<file path="config.mk">
export PLATFORM = sky130hd
export DESIGN_NAME = lrudk_ctrl
export DESIGN_NICKNAME = d
export VERILOG_FILES = /design/src/hdl/lrudk_pkg.sv /design/src/hdl/lrudk_ctrl.sv
export SDC_FILE = /design/constraint.sdc
export NUM_CORES = 1
export LEC_CHECK = 0
export ABC_AREA = 1
export BUFFER_PORTS_ARGS = -buffer_cell sky130_fd_sc_hd__clkbuf_2
export CORE_AREA = 2 2 39 41
export DETAILED_ROUTE_END_ITERATION = 8
export DIE_AREA = 0 0 41 43
export HOLD_SLACK_MARGIN = 0.12
export PLACE_DENSITY = 0.46
export SLEW_MARGIN = 20
export SYNTH_ARGS = -nofsm -noshare
export SYNTH_HDL_FRONTEND = slang
export SYNTH_SLANG_ARGS = --single-unit
</file>
<file path="constraint.sdc">
create_clock -name clk -period 1.64 [get_ports clk]
set_clock_uncertainty 0.2 [all_clocks]
set_input_delay 0.246 -clock clk [delete_from_list [all_inputs] [get_ports clk]]
set_output_delay 0.246 -clock clk [all_outputs]
set_load 0.1 [all_outputs]
</file>
<file path="src/hdl/lrudk_pkg.sv">
// Shared types, widths and codes for the draw key cache.
`timescale 1ns / 1ps
`default_nettype none
package lrudk_pkg;

	// Field widths fixed by the item layout
	localparam int REF_BITS    = 48;
	localparam int COUNT_BITS  = 24;
	localparam int FMT_BITS    = 8;
	localparam int STAMP_W     = 64;
	localparam int SLOT_W      = 7;
	localparam int PURGE_W     = 8;
	localparam int ENTRIES_DEF = 128;

	// Opcodes
	localparam logic OP_LOOKUP = 1'b0;
	localparam logic OP_INVAL  = 1'b1;

	// Index kinds; this code and above are unsupported
	localparam logic [1:0] KIND_FIRST_BAD = 2'd2;

	// Result status codes
	localparam logic [1:0] ST_HIT    = 2'd0;
	localparam logic [1:0] ST_MISS   = 2'd1;
	localparam logic [1:0] ST_REJECT = 2'd2;
	localparam logic [1:0] ST_INVAL  = 2'd3;

	typedef struct packed {
		logic                  opcode;
		logic [REF_BITS-1:0]   position_ref;
		logic [REF_BITS-1:0]   normal_ref;
		logic [REF_BITS-1:0]   color_ref;
		logic [REF_BITS-1:0]   texcoord0_ref;
		logic [REF_BITS-1:0]   texcoord1_ref;
		logic [REF_BITS-1:0]   index_ref;
		logic [COUNT_BITS-1:0] vertex_total;
		logic [COUNT_BITS-1:0] index_total;
		logic [1:0]            index_kind;
		logic [4:0]            attribute_mask;
		logic [1:0]            color_kind;
	} in_word_t;

	typedef struct packed {
		logic [1:0]         status;
		logic [SLOT_W-1:0]  slot;
		logic               evicted_live;
		logic [PURGE_W-1:0] purged_total;
	} out_word_t;

	// One stored key entry
	typedef struct packed {
		logic [REF_BITS-1:0]   pos;
		logic [REF_BITS-1:0]   nrm;
		logic [REF_BITS-1:0]   col;
		logic [REF_BITS-1:0]   tc0;
		logic [REF_BITS-1:0]   tc1;
		logic [REF_BITS-1:0]   idx;
		logic [COUNT_BITS-1:0] vtot;
		logic [COUNT_BITS-1:0] itot;
		logic [FMT_BITS-1:0]   fmt;
	} key_t;

	// Controller to datapath commands
	typedef struct packed {
		logic load;
		logic scan;
		logic commit;
	} ctl_cmd_t;

	// Datapath to controller status
	typedef struct packed {
		logic reject;
		logic scan_last;
	} ctl_sts_t;

endpackage
`default_nettype wire

</file>
<file path="src/hdl/lrudk_ctrl.sv">
// Sequencer for the draw key cache: load, scan, drain, commit.
`timescale 1ns / 1ps
`default_nettype none
module lrudk_ctrl (
	input  wire logic                clk,
	input  wire logic                arst_n,
	input  wire logic                start,
	output logic                     busy,
	input  wire lrudk_pkg::ctl_sts_t sts,
	output lrudk_pkg::ctl_cmd_t      cmd
);

	localparam logic [1:0] S_IDLE   = 2'd0;
	localparam logic [1:0] S_SCAN   = 2'd1;
	localparam logic [1:0] S_DRAIN  = 2'd2;
	localparam logic [1:0] S_COMMIT = 2'd3;

	logic [1:0] state_q;
	logic [1:0] state_nxt;
	logic       accept;

	assign busy   = (state_q != S_IDLE);
	assign accept = start && !busy;

	// Decode next state
	always_comb begin
		state_nxt = state_q;
		case (state_q)
			S_IDLE: begin
				if (accept) state_nxt = sts.reject ? S_COMMIT : S_SCAN;
			end
			S_SCAN: begin
				if (sts.scan_last) state_nxt = S_DRAIN;
			end
			S_DRAIN:  state_nxt = S_COMMIT;
			S_COMMIT: state_nxt = S_IDLE;
			default:  state_nxt = S_IDLE;
		endcase
	end

	// Advance state
	always_ff @(posedge clk or negedge arst_n) begin
		if (!arst_n) begin
			state_q <= S_IDLE;
		end else begin
			state_q <= state_nxt;
		end
	end

	// Drive datapath commands
	always_comb begin
		cmd.load   = accept;
		cmd.scan   = (state_q == S_SCAN);
		cmd.commit = (state_q == S_COMMIT);
	end

endmodule
`default_nettype wire

</file>
### Word level (Yosys, flattened, before mapping)

Cells that the tools add are included.

* eq/ne operators: 5
* reductions and logical operators: 5
* multiplexer cells: 4

Operator list (count)
* 2-bit one-hot mux with 4 select lines: 1
* 2-bit 2-to-1 mux: 3
* 2-bit equality test, second input constant: 2
* 2-bit inequality test, second input constant: 2
* 2-bit by 1-bit equality test with 1-bit output, second input constant: 1
* 2-bit zero test: 1
* 2-bit AND reduction: 1
* 2-bit nonzero test: 1
* 1-bit logical AND: 1
* 1-bit zero test: 1

* logic and storage cells: 15
* flip-flop bits (word level): 2
* output and inout bits: 4

### Longest topological paths before layout

* depth after elaboration: 5
* mapped depth: 7
* mapped depth without buffers: 7

### Worst setup path before layout

OpenSTA, ideal clock, no wires.

* path type: register to register
* start: reg state_q[1]
* end: reg state_q[0]
* cell stages (with the launch flop): 7
* arrival time: 1.628 ns
* required time: 1.375 ns
* slack: -0.253 ns
* path buffers: 0
* cell sequence: dfrtp_1 -> inv_1 -> ha_1 -> nand2_2 -> nand2_1 -> nand2_1 -> nand2_1

RTL lines
* from (decl): line lrudk_ctrl.sv:18 `logic [1:0] state_q;`
* from (signal assigned): line lrudk_ctrl.sv:46 `state_q <= state_nxt;`

==> results_dict.tcl <==
set metrics [dict create \
    finalCritPeriodShare 0.961 \
    dr.pass1.iters 2 \
    final_common_cell "nand2_1" \
    final_cell_mix "9 x nand2_1, 4 x clkbuf_2, 4 x buf_12" \
    routed_via_density 3.29 \
    status "complete, no violations" \
    r2r_cells 6 \
    fin_cells 58 \
    dpl_cell_area_um2 340 \
    ys_types 8 \
    drt_iter0_drc 2 \
    finalSetupViolations 0 \
    numCtsBuffers 3 \
    die_h_um 43 \
    regMostFlops "state_q" \
    required_ns 1.19 \
    reg2reg_from "state_q[0]$_DFFE_PN0P_" \
    critPathMaxStageDelay_ns 0.37 \
    track_usage 0.0734 \
    critPathSlowestCell "dfrtp_1" \
    diodes 0 \
    antenna_found_initial 0 \
    ioPinCount 9 \
    top_regs "state_q (2)" \
    postSynthAreaPerCell_um2 7.12 \
    num_rows 14 \
    critPathLaunchType "flip-flop" \
    crit_chain "inv_2 > ha_4 > nand2_2 > inv_2 > buf_12" \
    grt_pass1_vias 198 \
    syn_nets 39 \
    io_buffers 8 \
    netlist_instances 29 \
    drc 0 \
    rsz0062_at_grt "true" \
    syn-cell-area_um2 206 \
    clock_path_buffers 2 \
    num-fill-cells 151 \
    r2r_end "state_q[1]$_DFFE_PN0P_" \
    hp-class "in2async" \
    fin_nets 54 \
    r2r_slack_ns 0.32 \
    worstMarginPinSlew_ns 0.103 \
    endpoint_kind "output port" \
    fin_crit_ns 1.58 \
    dp_hpwl_um 346 \
    die_x_um 41 \
    ant_nets 0 \
    area_growth_pct 89.1 \
    path_common_cell "inv_2" \
    path_class "reg2out" \
    fmax_ghz 0.634 \
    stdcell_area_um2 390 \
    yosysSeqAreaShare 0.242 \
    drive_above_1_share 0.524 \
    cp.arrival_ns 1.13 \
    grt_pass1_wl_um 772 \
    setup_tns_ns 0 \
    dr_total_vias 191 \
    initial_utilization 0.149 \
    drt-total-wl_um 416 \
    routedWlPerCell_um 7.17 \
    coreArea_um2 1380 \
    gp_congestion 0.656 \
    relSlewSlack 0.931 \
    cap_violations 0 \
    clk_pin_slew_worst_paths_ns 0.03 \
    hold_ws_ns 0.142 \
    htree_levels 1 \
    clock_sinks 2 \
    slew_violations 0 \
    cts_tree "yes" \
    worstSkewPairLatency_ns 0.22 \
    dp_cells 54 \
    ys_ff_latch 2 \
    grt_max_degree 4 \
    hold_viol 0 \
    ys.warnings.count 0 \
    die_area_um2 1760 \
    cp_max_fo 3 \
    grt-ovfl-total 0 \
    cts-root-buf "clkbuf_4" \
    largest_reg_flops 2 \
]
-- metrics by stage --
step	setup slack, ns	utilization
final	0.0636	0.282
after global routing	-0.00423	0.282
after CTS	0.00372	0.278
after detailed placement	0.127	0.246
after global placement	0.143	0.246
after floorplan	0.0316	-
-- what timing repair did --
| action | CTS | global route |
|---|---|---|
| endpoints found under the hold margin | 2 | 0 |
| pin swaps | 0 | 1 |
| gates cloned | 0 | 0 |
| endpoints found under the setup margin | 2 | 2 |
| hold buffers | 1 | 0 |
| buffers inserted | 0 | 0 |
| resized for setup | 4 | 3 |
-- worst max-delay path by stage --
stage	startpoint	endpoint	slack (ns)	cells past startpoint
6_report	state_q[1]$_DFFE_PN0P_	cmd[2]	0.06	5
5_1_grt	state_q[0]$_DFFE_PN0P_	cmd[2]	-0.004	5
4_1_cts	state_q[0]$_DFFE_PN0P_	cmd[2]	0.004	5
3_5_place_dp	state_q[1]$_DFFE_PN0P_	cmd[2]	0.13	5
3_3_place_gp	state_q[0]$_DFFE_PN0P_	cmd[2]	0.14	5
2_1_floorplan	state_q[0]$_DFFE_PN0P_	cmd[0]	0.03	1
-- final cells by class --
| type | instances | area, um2 | share of cell area |
|---|---|---|---|
| tap | 16 | 20.0 | 0.0513 |
| multi-input combinational | 19 | 143 | 0.365 |
| timing repair buffer | 11 | 125 | 0.321 |
| clock buffer | 3 | 22.5 | 0.0577 |
| inverter | 7 | 30.0 | 0.0769 |
| sequential | 2 | 50.0 | 0.128 |
-- layer usage --
layer	vias up	share of wire	track usage
li1	109	-	-
met1	74	0.47	0.0742
met2	8	0.46	0.0906
met3	0	0.070	0.0471
met4	0	0	0.0800
met5	-	0	0
-- critical path: cells and delay by family, from the launching register on --
kind,cells,cell delay [ns]
fa+ha+maj,1,0.17
simple gates,1,0.05
buf+inv,3,0.32
flops,1,0.37
-- kinds of logic after synthesis --
| kind of cell | Yosys count | share of synthesized area |
|---|---|---|
| buffers and inverters | 8 | 0.164 |
| adder cells (fa/ha/maj) | 5 | 0.303 |
| flip-flops | 2 | 0.242 |
| AND/OR/NAND/NOR | 14 | 0.291 |
-- synth_stat cells --
cell type	number	area [um2]
inv_1	7	26.3
dfrtp_1	2	50.1
buf_4	1	7.51
or2_0	1	6.26
nand3_1	2	10.0
ha_1	5	62.6
nand2_2	1	6.26
nand2_1	10	37.5
Power is left out: the tool's default activity adds up to more than one toggle a clock period on the data nets, which glitch-free logic cannot reach.
